## src/design/svf_pkg.sv

```systemverilog
`default_nettype none

package svf_pkg;

  // Default sample width and fixed coefficient width
  localparam int SVF_SAMPLE_BITS = 16;
  localparam int SVF_COEF_BITS   = 16;

  // Microprogram: five steps, three-bit step counter
  localparam int SVF_PC_W = 3;

  // Multiplier coefficient operand
  typedef enum logic [1:0] {
    A_IN_TUNE,
    A_TUNE,
    A_DAMP
  } svf_asel_t;

  // Multiplier signal operand
  typedef enum logic [1:0] {
    B_BP,
    B_DIFF,
    B_HP
  } svf_bsel_t;

  // Jump conditions: hold on the current step while the condition stands
  typedef enum logic [1:0] {
    JC_NONE,
    JC_WAIT_IN,
    JC_WAIT_OUT
  } svf_jcond_t;

  // One control word of the program
  typedef struct packed {
    svf_asel_t  a_sel;
    svf_bsel_t  b_sel;
    logic       mul_en;
    logic       lp_tmp_en;
    logic       hp_en;
    logic       lp_en;
    logic       bp_en;
    svf_jcond_t jc;
    logic       last;
  } svf_uword_t;

  // Control from the sequencer to the datapath, enables already qualified
  typedef struct packed {
    svf_asel_t a_sel;
    svf_bsel_t b_sel;
    logic      mul_en;
    logic      lp_tmp_en;
    logic      hp_en;
    logic      lp_en;
    logic      bp_en;
    logic      in_ready;
  } svf_ctrl_t;

  // Status from the channels back to the sequencer
  typedef struct packed {
    logic in_valid;
    logic out_busy;
  } svf_stat_t;

  // Program ROM
  //   0: wait for an item, product = tune * bp
  //   1: lowpass update into temp, product = damp * (x - bp)
  //   2: highpass from product and old lowpass, commit lowpass
  //   3: product = tune * hp
  //   4: bandpass update and result load, wait for a free output register
  function automatic svf_uword_t svf_ucode(input logic [SVF_PC_W-1:0] pc);
    svf_uword_t w;
    w.a_sel     = A_IN_TUNE;
    w.b_sel     = B_BP;
    w.mul_en    = 1'b0;
    w.lp_tmp_en = 1'b0;
    w.hp_en     = 1'b0;
    w.lp_en     = 1'b0;
    w.bp_en     = 1'b0;
    w.jc        = JC_NONE;
    w.last      = 1'b0;
    case (pc)
      3'd0: begin
        w.a_sel  = A_IN_TUNE;
        w.b_sel  = B_BP;
        w.mul_en = 1'b1;
        w.jc     = JC_WAIT_IN;
      end
      3'd1: begin
        w.a_sel     = A_DAMP;
        w.b_sel     = B_DIFF;
        w.mul_en    = 1'b1;
        w.lp_tmp_en = 1'b1;
      end
      3'd2: begin
        w.hp_en = 1'b1;
        w.lp_en = 1'b1;
      end
      3'd3: begin
        w.a_sel  = A_TUNE;
        w.b_sel  = B_HP;
        w.mul_en = 1'b1;
      end
      3'd4: begin
        w.bp_en = 1'b1;
        w.jc    = JC_WAIT_OUT;
        w.last  = 1'b1;
      end
      default: begin
        w.last = 1'b1;
      end
    endcase
    return w;
  endfunction

endpackage

`default_nettype wire

```

## src/design/svf_if.sv

```systemverilog
`default_nettype none

// Input channel: one sample with its coefficients per item
interface svf_in_if
  import svf_pkg::*;
#(
  parameter int SAMPLE_BITS = SVF_SAMPLE_BITS
) ();
  logic                          valid;
  logic                          ready;
  logic signed [SAMPLE_BITS-1:0] sample_in;
  logic [SVF_COEF_BITS-1:0]      tune_coef;
  logic [SVF_COEF_BITS-1:0]      damping_gain;

  modport source (output valid, sample_in, tune_coef, damping_gain, input ready);
  modport sink   (input valid, sample_in, tune_coef, damping_gain, output ready);
endinterface

// Result channel: highpass, bandpass and lowpass per item
interface svf_out_if
  import svf_pkg::*;
#(
  parameter int SAMPLE_BITS = SVF_SAMPLE_BITS
) ();
  logic                          valid;
  logic                          ready;
  logic signed [SAMPLE_BITS-1:0] highpass_out;
  logic signed [SAMPLE_BITS-1:0] bandpass_out;
  logic signed [SAMPLE_BITS-1:0] lowpass_out;

  modport source (output valid, highpass_out, bandpass_out, lowpass_out, input ready);
  modport sink   (input valid, highpass_out, bandpass_out, lowpass_out, output ready);
endinterface

`default_nettype wire

```

## src/design/state_variable_filter_core.sv

```systemverilog
`default_nettype none

// Two-integrator state variable filter, one audio sample per item.
// in_ch carries a signed sample, an unsigned Q1.15 tuning coefficient and an
// unsigned Q2.14 damping gain; out_ch returns the saturated highpass and the
// updated bandpass and lowpass integrators, one result item per input item.
// Both channels are valid/ready; an item moves when both are high.
// A five-step microprogram drives one shared 17 x (SAMPLE_BITS+4) multiplier,
// used three times per item. The item is taken in the first step, and the
// result is loaded into the output register on the last step, which holds
// while the output register is still full. A new item is taken only once
// the program has returned to its first step.
// in_ch.ready is high only while the program waits on its first step.
// The output register frees the input side: a new item is taken while a
// result still waits, and only its last step holds until the receiver takes
// the earlier result. Nothing is dropped under stalls.
// Reset clears both integrators, the step counter and the output valid.
module state_variable_filter_core
  import svf_pkg::*;
#(
  parameter int SAMPLE_BITS = SVF_SAMPLE_BITS
) (
  input wire logic clk,
  input wire logic rst_n,
  svf_in_if.sink   in_ch,
  svf_out_if.source out_ch
);

  localparam int SW = SAMPLE_BITS;
  localparam int HW = SW + 4;
  localparam int AW = SVF_COEF_BITS + 1;
  localparam int PW = AW + HW;

  localparam logic signed [PW-1:0] ONE     = 1;
  localparam logic signed [PW-1:0] SAT_HI  = (ONE <<< (SW - 1)) - ONE;
  localparam logic signed [PW-1:0] SAT_LO  = -SAT_HI - ONE;
  localparam logic signed [PW-1:0] HALF_15 = ONE <<< 14;
  localparam logic signed [PW-1:0] HALF_14 = ONE <<< 13;

  svf_ctrl_t ctrl;
  svf_stat_t stat;

  logic signed [SW-1:0]      bp_r, lp_r, lp_tmp_r;
  logic [SVF_COEF_BITS-1:0]  fc_r, q_r;
  logic signed [SW:0]        diff_r;
  logic signed [HW-1:0]      hp_r;
  logic signed [PW-1:0]      prod_r;
  logic                      out_valid_r;
  logic signed [SW-1:0]      out_hp_r, out_bp_r, out_lp_r;

  logic                      accept;
  logic signed [AW-1:0]      mul_a;
  logic signed [HW-1:0]      mul_b;
  logic signed [PW-1:0]      mul_p;
  logic signed [PW-1:0]      lp_w, bp_w, hp_w, rnd15_w, hpx_w, hp_full_w;
  logic signed [SW-1:0]      bp_new;

  function automatic logic signed [SW-1:0] sat_s(input logic signed [PW-1:0] v);
    logic signed [PW-1:0] c;
    if (v > SAT_HI) begin
      c = SAT_HI;
    end else if (v < SAT_LO) begin
      c = SAT_LO;
    end else begin
      c = v;
    end
    return c[SW-1:0];
  endfunction

  // Sequencer
  assign stat.in_valid = in_ch.valid;
  assign stat.out_busy = out_valid_r && !out_ch.ready;

  svf_seq u_seq (
    .clk  (clk),
    .rst_n(rst_n),
    .stat (stat),
    .ctrl (ctrl)
  );

  // No item is taken while reset is held
  assign in_ch.ready = ctrl.in_ready && rst_n;
  assign accept      = in_ch.valid && in_ch.ready;

  // Shared multiplier operands
  always_comb begin
    case (ctrl.a_sel)
      A_IN_TUNE: mul_a = $signed({1'b0, in_ch.tune_coef});
      A_TUNE:    mul_a = $signed({1'b0, fc_r});
      A_DAMP:    mul_a = $signed({1'b0, q_r});
      default:   mul_a = '0;
    endcase
  end

  always_comb begin
    case (ctrl.b_sel)
      B_BP:    mul_b = $signed({{(HW - SW){bp_r[SW-1]}}, bp_r});
      B_DIFF:  mul_b = $signed({{(HW - SW - 1){diff_r[SW]}}, diff_r});
      B_HP:    mul_b = hp_r;
      default: mul_b = '0;
    endcase
  end

  assign mul_p = mul_a * mul_b;

  // Widened state and rounding arithmetic
  assign lp_w      = $signed({{(PW - SW){lp_r[SW-1]}}, lp_r});
  assign bp_w      = $signed({{(PW - SW){bp_r[SW-1]}}, bp_r});
  assign hp_w      = $signed({{(PW - HW){hp_r[HW-1]}}, hp_r});
  assign rnd15_w   = (prod_r + HALF_15) >>> 15;
  assign hpx_w     = prod_r - (lp_w <<< 14);
  assign hp_full_w = (hpx_w + HALF_14) >>> 14;
  assign bp_new    = sat_s(bp_w + rnd15_w);

  // Item capture
  always_ff @(posedge clk) begin
    if (accept) begin
      fc_r   <= in_ch.tune_coef;
      q_r    <= in_ch.damping_gain;
      diff_r <= {in_ch.sample_in[SW-1], in_ch.sample_in} - {bp_r[SW-1], bp_r};
    end
  end

  // Datapath working registers
  always_ff @(posedge clk) begin
    if (ctrl.mul_en) begin
      prod_r <= mul_p;
    end
    if (ctrl.lp_tmp_en) begin
      lp_tmp_r <= sat_s(lp_w + rnd15_w);
    end
    if (ctrl.hp_en) begin
      hp_r <= hp_full_w[HW-1:0];
    end
  end

  // Integrators
  always_ff @(posedge clk) begin
    if (!rst_n) begin
      lp_r <= '0;
      bp_r <= '0;
    end else begin
      if (ctrl.lp_en) begin
        lp_r <= lp_tmp_r;
      end
      if (ctrl.bp_en) begin
        bp_r <= bp_new;
      end
    end
  end

  // Output register
  always_ff @(posedge clk) begin
    if (!rst_n) begin
      out_valid_r <= 1'b0;
    end else if (ctrl.bp_en) begin
      out_valid_r <= 1'b1;
    end else if (out_ch.ready) begin
      out_valid_r <= 1'b0;
    end
  end

  always_ff @(posedge clk) begin
    if (ctrl.bp_en) begin
      out_hp_r <= sat_s(hp_w);
      out_bp_r <= bp_new;
      out_lp_r <= lp_r;
    end
  end

  assign out_ch.valid        = out_valid_r;
  assign out_ch.highpass_out = out_hp_r;
  assign out_ch.bandpass_out = out_bp_r;
  assign out_ch.lowpass_out  = out_lp_r;

  // Checks
  a_accept_leaves_wait: assert property (@(posedge clk) disable iff (!rst_n)
    (in_ch.valid && in_ch.ready) |=> !in_ch.ready)
    else $error("input still ready right after an item was taken");

  a_result_from_last_step: assert property (@(posedge clk) disable iff (!rst_n)
    $rose(out_ch.valid) |-> $past(ctrl.bp_en))
    else $error("result valid without a completed program");

  a_no_overwrite: assert property (@(posedge clk) disable iff (!rst_n)
    ctrl.bp_en |-> !(out_valid_r && !out_ch.ready))
    else $error("result register overwritten before it was taken");

endmodule

`default_nettype wire

```

## src/design/svf_seq.sv

```systemverilog
`default_nettype none

module svf_seq
  import svf_pkg::*;
(
  input  wire logic      clk,
  input  wire logic      rst_n,
  input  wire svf_stat_t stat,
  output svf_ctrl_t      ctrl
);

  logic [SVF_PC_W-1:0] pc_r, pc_nxt;
  svf_uword_t          uw;
  logic                hold;

  assign uw = svf_ucode(pc_r);

  // Conditional jump to self
  always_comb begin
    case (uw.jc)
      JC_NONE:     hold = 1'b0;
      JC_WAIT_IN:  hold = !stat.in_valid;
      JC_WAIT_OUT: hold = stat.out_busy;
      default:     hold = 1'b0;
    endcase
  end

  // Next step
  always_comb begin
    if (hold) begin
      pc_nxt = pc_r;
    end else if (uw.last) begin
      pc_nxt = '0;
    end else begin
      pc_nxt = pc_r + SVF_PC_W'(1);
    end
  end

  always_ff @(posedge clk) begin
    if (!rst_n) begin
      pc_r <= '0;
    end else begin
      pc_r <= pc_nxt;
    end
  end

  // Enables fire only on a step that moves on
  always_comb begin
    ctrl.a_sel     = uw.a_sel;
    ctrl.b_sel     = uw.b_sel;
    ctrl.mul_en    = uw.mul_en    & !hold;
    ctrl.lp_tmp_en = uw.lp_tmp_en & !hold;
    ctrl.hp_en     = uw.hp_en     & !hold;
    ctrl.lp_en     = uw.lp_en     & !hold;
    ctrl.bp_en     = uw.bp_en     & !hold;
    ctrl.in_ready  = (uw.jc == JC_WAIT_IN);
  end

endmodule

`default_nettype wire
```

## src/flat_wrapper.sv

```systemverilog
// flat-port wrapper written by rule: the top's interface ports become plain ports
module state_variable_filter_core_flat import svf_pkg::*;
#(
  parameter int SAMPLE_BITS = SVF_SAMPLE_BITS
)
  (clk, rst_n, in_ch_valid, in_ch_sample_in, in_ch_tune_coef, in_ch_damping_gain, in_ch_ready, out_ch_valid, out_ch_highpass_out, out_ch_bandpass_out, out_ch_lowpass_out, out_ch_ready);
  svf_in_if #(.SAMPLE_BITS(SAMPLE_BITS)) in_ch_i ();
  svf_out_if #(.SAMPLE_BITS(SAMPLE_BITS)) out_ch_i ();
  input wire logic clk;
  input wire logic rst_n;
  input wire logic [$bits(in_ch_i.valid)-1:0] in_ch_valid;
  input wire logic [$bits(in_ch_i.sample_in)-1:0] in_ch_sample_in;
  input wire logic [$bits(in_ch_i.tune_coef)-1:0] in_ch_tune_coef;
  input wire logic [$bits(in_ch_i.damping_gain)-1:0] in_ch_damping_gain;
  output wire logic [$bits(in_ch_i.ready)-1:0] in_ch_ready;
  output wire logic [$bits(out_ch_i.valid)-1:0] out_ch_valid;
  output wire logic [$bits(out_ch_i.highpass_out)-1:0] out_ch_highpass_out;
  output wire logic [$bits(out_ch_i.bandpass_out)-1:0] out_ch_bandpass_out;
  output wire logic [$bits(out_ch_i.lowpass_out)-1:0] out_ch_lowpass_out;
  input wire logic [$bits(out_ch_i.ready)-1:0] out_ch_ready;
  assign in_ch_i.valid = in_ch_valid;
  assign in_ch_i.sample_in = in_ch_sample_in;
  assign in_ch_i.tune_coef = in_ch_tune_coef;
  assign in_ch_i.damping_gain = in_ch_damping_gain;
  assign in_ch_ready = in_ch_i.ready;
  assign out_ch_valid = out_ch_i.valid;
  assign out_ch_highpass_out = out_ch_i.highpass_out;
  assign out_ch_bandpass_out = out_ch_i.bandpass_out;
  assign out_ch_lowpass_out = out_ch_i.lowpass_out;
  assign out_ch_i.ready = out_ch_ready;
  state_variable_filter_core #(.SAMPLE_BITS(SAMPLE_BITS)) u_core (.clk(clk), .rst_n(rst_n), .in_ch(in_ch_i), .out_ch(out_ch_i));
endmodule
```

## config.mk

```make
export PLATFORM = sky130hd
export DESIGN_NAME = state_variable_filter_core_flat
export DESIGN_NICKNAME = d
export VERILOG_FILES = /design/src/design/svf_pkg.sv /design/src/design/svf_if.sv /design/src/design/state_variable_filter_core.sv /design/src/design/svf_seq.sv /design/src/flat_wrapper.sv
export SDC_FILE = /design/constraint.sdc
export NUM_CORES = 1
export LEC_CHECK = 0
export ABC_CLOCK_PERIOD_IN_PS = 7600
export BUFFER_PORTS_ARGS = -buffer_cell sky130_fd_sc_hd__buf_2
export CELL_PAD_IN_SITES_DETAIL_PLACEMENT = 1
export CELL_PAD_IN_SITES_GLOBAL_PLACEMENT = 1
export CORE_MARGIN = 2
export CORE_UTILIZATION = 46
export CTS_CLUSTER_SIZE = 28
export DETAILED_ROUTE_END_ITERATION = 16
export HOLD_SLACK_MARGIN = 0.1
export PLACE_DENSITY_LB_ADDON = 0.1
export SYNTH_ARGS = -nofsm -noshare
export SYNTH_HDL_FRONTEND = slang
export SYNTH_HIERARCHICAL = 1
export SYNTH_SLANG_ARGS = --single-unit
export TNS_END_PERCENT = 30
```

## constraint.sdc

```tcl
create_clock -name clk -period 7.6 [get_ports clk]
set_input_delay 1.52 -clock clk [delete_from_list [all_inputs] [get_ports clk]]
set_output_delay 1.52 -clock clk [all_outputs]
set_load 0.01 [all_outputs]
```

# ---- Yosys cells after proc, flatten, opt, wreduce, memory -nomap -nowiden
# Index checks and enable logic that the tools add are counted.
dict set report word_totals {
  inputBits 52
  regBits 206
  elab_cells 68
  output_inout_bits 50
}
dict set report classes {
  mul 1
  add_sub_neg 7
  eq_ne 10
  n_bitwise 5
  n_lt_le_gt_ge 6
  mux 15
  reduce_logical 11
}
# op count
set ops {}
lappend ops {{16-bit 2-to-1 mux} 4}
lappend ops {{20-bit case mux with 3 select lines} 1}
lappend ops {{16-bit case mux with 3 select lines} 1}
lappend ops {{16-bit by 22-bit adder with 23-bit output} 2}
lappend ops {{23-bit by 16-bit > comparator with 1-bit output, second input constant} 2}
lappend ops {{23-bit by 16-bit < comparator with 1-bit output, second input constant} 2}
lappend ops {{37-bit by 16-bit adder with 37-bit output, second input constant} 1}
lappend ops {{17-bit by 20-bit multiplier with 37-bit output} 1}
lappend ops {{34-bit by 15-bit adder with 34-bit output, second input constant} 1}
lappend ops {{34-bit by 30-bit subtractor with 34-bit output} 1}
lappend ops {{20-bit by 16-bit > comparator with 1-bit output, second input constant} 1}
lappend ops {{20-bit by 16-bit < comparator with 1-bit output, second input constant} 1}
lappend ops {{16-bit by 16-bit subtractor with 17-bit output} 1}
lappend ops {{5-bit case mux with 3 select lines} 1}
lappend ops {{2-bit by 1-bit == test with 1-bit output, second input constant} 3}
lappend ops {{2-bit == test, second input constant} 3}
lappend ops {{3-bit by 2-bit == test with 1-bit output, second input constant} 2}
lappend ops {{1-bit bitwise AND} 5}
lappend ops {{2-bit logical NOT} 2}
lappend ops {{1-bit 2-to-1 mux} 4}
lappend ops {{2-bit case mux with 2 select lines} 1}
lappend ops {{4-bit OR reduction} 1}
lappend ops {{3-bit by 1-bit adder with 3-bit output, second input constant} 1}
lappend ops {{3-bit by 1-bit == test with 1-bit output, second input constant} 1}
lappend ops {{8 further kinds} 12}

# ---- Depth between registers and ports, before layout
dict set report depth {
  depth_word 7
  mapped_depth 35
  mapped_depth_nobuf 29
}

# ---- Modules after synthesis
# Netlist, hierarchy kept.
# mod instances area_each_um2 seq_area_each_um2 cells_each
set by_module_without_submodules {}
lappend by_module_without_submodules {state_variable_filter_core 1 24357.1 5735.5 2562}
lappend by_module_without_submodules {svf_seq 1 315.3 60.1 40}

# ---- Worst setup path before layout
# OpenSTA, ideal clock, no wires.
dict set report synth_path {
  kind {reg2reg}
  from {reg u_core.u_seq.pc_r[0]}
  to {reg u_core.prod_r[35] (data pin)}
  path_slack_ns -0.549
  path_stages_with_launch 28
  required_time_ns 7.341
  setup_time_ns 0.259
  arrival_time_ns 7.890
  cell_sequence {dfxtp_1 > ha_1 > ha_1 > clkbuf_1 > buf_4 > clkbuf_1 > clkbuf_1 > mux2i_1 > o21ai_0 > clkbuf_1 > nand2_1 > fa_1 > fa_1 > fa_1 > inv_1 > fa_1 > fa_1 > inv_1 > fa_1 > inv_1 > ha_1 > nand2_1 > o41a_1 > o31ai_1 > a21oi_1 > o41ai_1 > o221a_2 > xor2_1}
}
# element line_no
set synth_lines {}
lappend synth_lines {{start: declaration} svf_seq.sv:12} ;# logic [SVF_PC_W-1:0] pc_r, pc_nxt;
lappend synth_lines {{start signal: assignment} svf_seq.sv:43} ;# pc_r <= pc_nxt;
lappend synth_lines {{end signal: assignment} state_variable_filter_core.sv:127} ;# prod_r <= mul_p;
lappend synth_lines {{end: declaration} state_variable_filter_core.sv:47} ;# logic signed [PW-1:0] prod_r;

==> impl_metrics.json <==
{
  "final.period_utilization_pct": 98.6,
  "fp.dieArea_mm2": 0.0555,
  "diodes": 0,
  "floorplan.io_pins": 102,
  "status": "complete, no violations",
  "antenna_violations_before_repair": 1,
  "worst_ep_arrival_ps": 7810,
  "clockBufferDepth": 3,
  "cp-end-kind": "flip-flop",
  "wl_mm": 78.2,
  "path_depth": 28,
  "worst_setup_path_endpoint": "u_core/prod_r[35]",
  "cts_buffers": 27,
  "critical-path-max-stage-delay_ps": 590,
  "dieHeight_um": 236,
  "maxClockFrequency_ghz": 0.133,
  "cts.root.buffer_cell": "clkbuf_16",
  "combined_area_of_the_multi_input_logic_cells_mm2": 0.0172,
  "crit_required_ps": 7920,
  "total_global_routing_overflow": 0,
  "synth_async_sr_flop_share_pct": 0,
  "cts_sinks": 205,
  "track_usage_pct": 27.5,
  "number_of_synthesized_register_bits": 205,
  "critical_path.n_buffers_inverters": 8,
  "synth_adder_area_share_pct": 36.9,
  "pin_count_of_the_biggest_net_entering_global_routing": 62,
  "grt_first_pass_wirelength_mm": 120,
  "drive_above_1_share_pct": 18.7,
  "seqCellArea_mm2": 0.00580,
  "synth_compound_area_share_pct": 12.1,
  "timing.final.setup_violations": 0,
  "die_w_um": 236,
  "worst_margin_slew_ps": 1240,
  "detailed_route_wire_length_per_cell_um": 21.4,
  "synth-simple-area-share_pct": 12.7,
  "mappedNetlistArea_mm2": 0.0247,
  "layout.nets": 3527,
  "yosys_most_used_dff": "edfxtp_1",
  "worst-r2r-cell-count": 28,
  "muxShareOfSynthArea_pct": 2.07,
  "cp-startpoint": "u_core/u_seq/pc_r[0]",
  "final_common_cell": "inv_1",
  "relative_slew_margins_pct": 17.5,
  "post_cts_hold_buffer_count": 0,
  "yosys.area_share.xor_xnor_pct": 4.05,
  "cts.reportedPaths.clkPinSlew_ps": 60,
  "ff2ff_setup_slack_ps": 110,
  "cp-start-kind": "flip-flop",
  "combinational_family_with_the_most_area_after_synthesis": "adder cells",
  "final_cell_area_mm2": 0.0297,
  "fin_hold_viols": 0,
  "detail_route.first_pass.iterations": 5,
  "syn2layout_area_growth_pct": 20.2,
  "synthCells": 2602,
  "worst-path-max-fanout": 5,
  "place_area_mm2": 0.0277,
  "seq_area_frac_synth_pct": 23.5,
  "synth_fp_nets": 3187,
  "maxSlewViolCount": 0,
  "number_of_global_route_vias_before_repair": 22000,
  "floorplan.core_area_mm2": 0.0528,
  "finClkSkew_ps": 20.6,
  "number_of_rows_in_the_core_area": 84,
  "critical-path-slowest-cell": "fa_2",
  "drc": 0,
  "clkLatencyLatePin_ps": 580,
  "htreeDepth": 1,
  "antenna_left": 0,
  "floorplan.initialDensity_pct": 46.8,
  "ys.warnings.count": 6,
  "synth_enable_flop_cells": 169,
  "class_of_the_tightest_hold_or_removal_check": "flip-flop to flip-flop",
  "postSynthAreaPerCell_um2": 9.48,
  "cts_tree": "yes",
  "critical_path.top_delay_family": "adder cells",
  "rr_endpoint": "u_core/prod_r[35]",
  "reg2reg_from": "u_core/u_seq/pc_r[0]",
  "vias_per_cell": 5.45,
  "first_iter_violations": 812,
  "ys_types": 80,
  "fillers": 6023,
  "min_delay_path_depth": 2,
  "setup.worst_path.class": "flip-flop to flip-flop",
  "gp_routability_congestion": 0.903,
  "via_count": 19900,
  "timing.max_cap.violations": 0,
  "most-common-layout-cells": "468 x inv_1, 310 x fa_1, 268 x nand2_1, 244 x buf_4, 198 x ha_1",
  "buffer_ports.inserted": 101,
  "dp_hpwl_mm": 63.0,
  "layout_min_cycle_time_ps": 7490
}
==> metal layers <==
layer / global-route usage (%) / up-vias / wire length [µm]
met5: 0 / - / 0
met4: 7.06 / 0 / 2420
met3: 3.31 / 127 / 3220
met2: 48.9 / 423 / 38900
met1: 35.6 / 10100 / 33700
li1: - / 9217 / -
==> repair_timing <==
| item | in CTS | in global routing |
|---|---|---|
| gates cloned | 1 | 5 |
| pin swaps | 4 | 73 |
| gates resized for setup | 22 | 129 |
| setup endpoints to repair | 13 | 13 |
| buffers inserted | 13 | 44 |
==> state kept, by name (all words and copies together) (netlist names) <==
name,flops
u_core/lp_r,16
u_core/q_r,16
u_core/out_ch.valid,1
u_core/hp_r,20
u_core/fc_r,16
u_core/out_ch.highpass_out,16
u_core/lp_tmp_r,16
u_core/bp_r,16
u_core/out_ch.lowpass_out,16
u_core/out_ch.bandpass_out,16
u_core/diff_r,17
u_core/prod_r,36
u_core/u_seq/pc_r,3
==> synthesized netlist by cell type, drive strengths merged, types with 6 or more instances <==
cell type,instances,share of area (%)
and2,25,0.63
o21a,70,2.1
nor3,30,0.63
nor2b,32,0.81
nand3,33,0.67
a311oi,6,0.24
edfxtp,169,21
or2,10,0.25
buf,11,0.27
nand2,278,4.2
o21ai,94,1.9
fa,324,26
ha,209,11
a31oi,13,0.33
or3,8,0.20
a211oi,31,0.94
and3,32,0.81
xnor2,78,2.8
a21oi,87,1.8
o31ai,11,0.33
nor2,190,2.9
dfxtp,36,2.9
xor2,36,1.3
o21bai,11,0.33
o211ai,12,0.39
nand4,18,0.46
inv,481,7.3
a21o,44,1.3
nand2b,20,0.52
clkbuf,68,1.0
mux2i,50,2.0
==> worst min-delay path, cell delays in order, from the launching register on <==
cell	delay [ps]
dfxtp_4	360
nand2_1	60
o21ai_1	50
==> layout make-up <==
cell class	count	area share [%]
multi-input cells	1836	58.1
flip-flops and latches	205	19.6
repair buffers	390	10.4
inverters	482	6.10
well taps	688	2.90
clock buffers	33	2.42
clock inverters	17	0.607
==> worst min path at each step <==
stage	startpoint	end
final	u_core/u_seq/pc_r[0]	u_core/u_seq/pc_r[0]
after global routing	u_core/u_seq/pc_r[0]	u_core/u_seq/pc_r[0]
after CTS	u_core/u_seq/pc_r[0]	u_core/u_seq/pc_r[0]
after detailed placement	u_core/u_seq/pc_r[0]	u_core/u_seq/pc_r[0]
after global placement	u_core/u_seq/pc_r[0]	u_core/u_seq/pc_r[0]
after floorplan	u_core/lp_r[0]	u_core/out_ch.lowpass_out[0]
==> cell families (layout without fill, tap and decap cells) <==
kind of cell	count (synthesis)	after routing
and+or+nand+nor	696	696
xor gates and xnor gates	114	114
AOI/OAI and AO/OA	442	442
adders and majority gates	533	533
buffers and inverters	561	922
muxes	51	51
DFF	205	205
==> through the flow <==
stage	hold WS [ps]	TNS, ps	std cells	worst slack (ps)	util [%]
floorplan	458	-5.39	2602	-5.39	-
global placement	469	-3010	3540	-413	52.4
detailed placement	497	-4510	3540	-539	52.4
CTS	485	-0.118	3603	-0.118	54.5
global route	532	-830	3651	-183	56.2
finish	502	0	3651	107	56.2
Power is not shown: default switching activity piles up to over one toggle a cycle in this logic, so the estimate is an artifact.
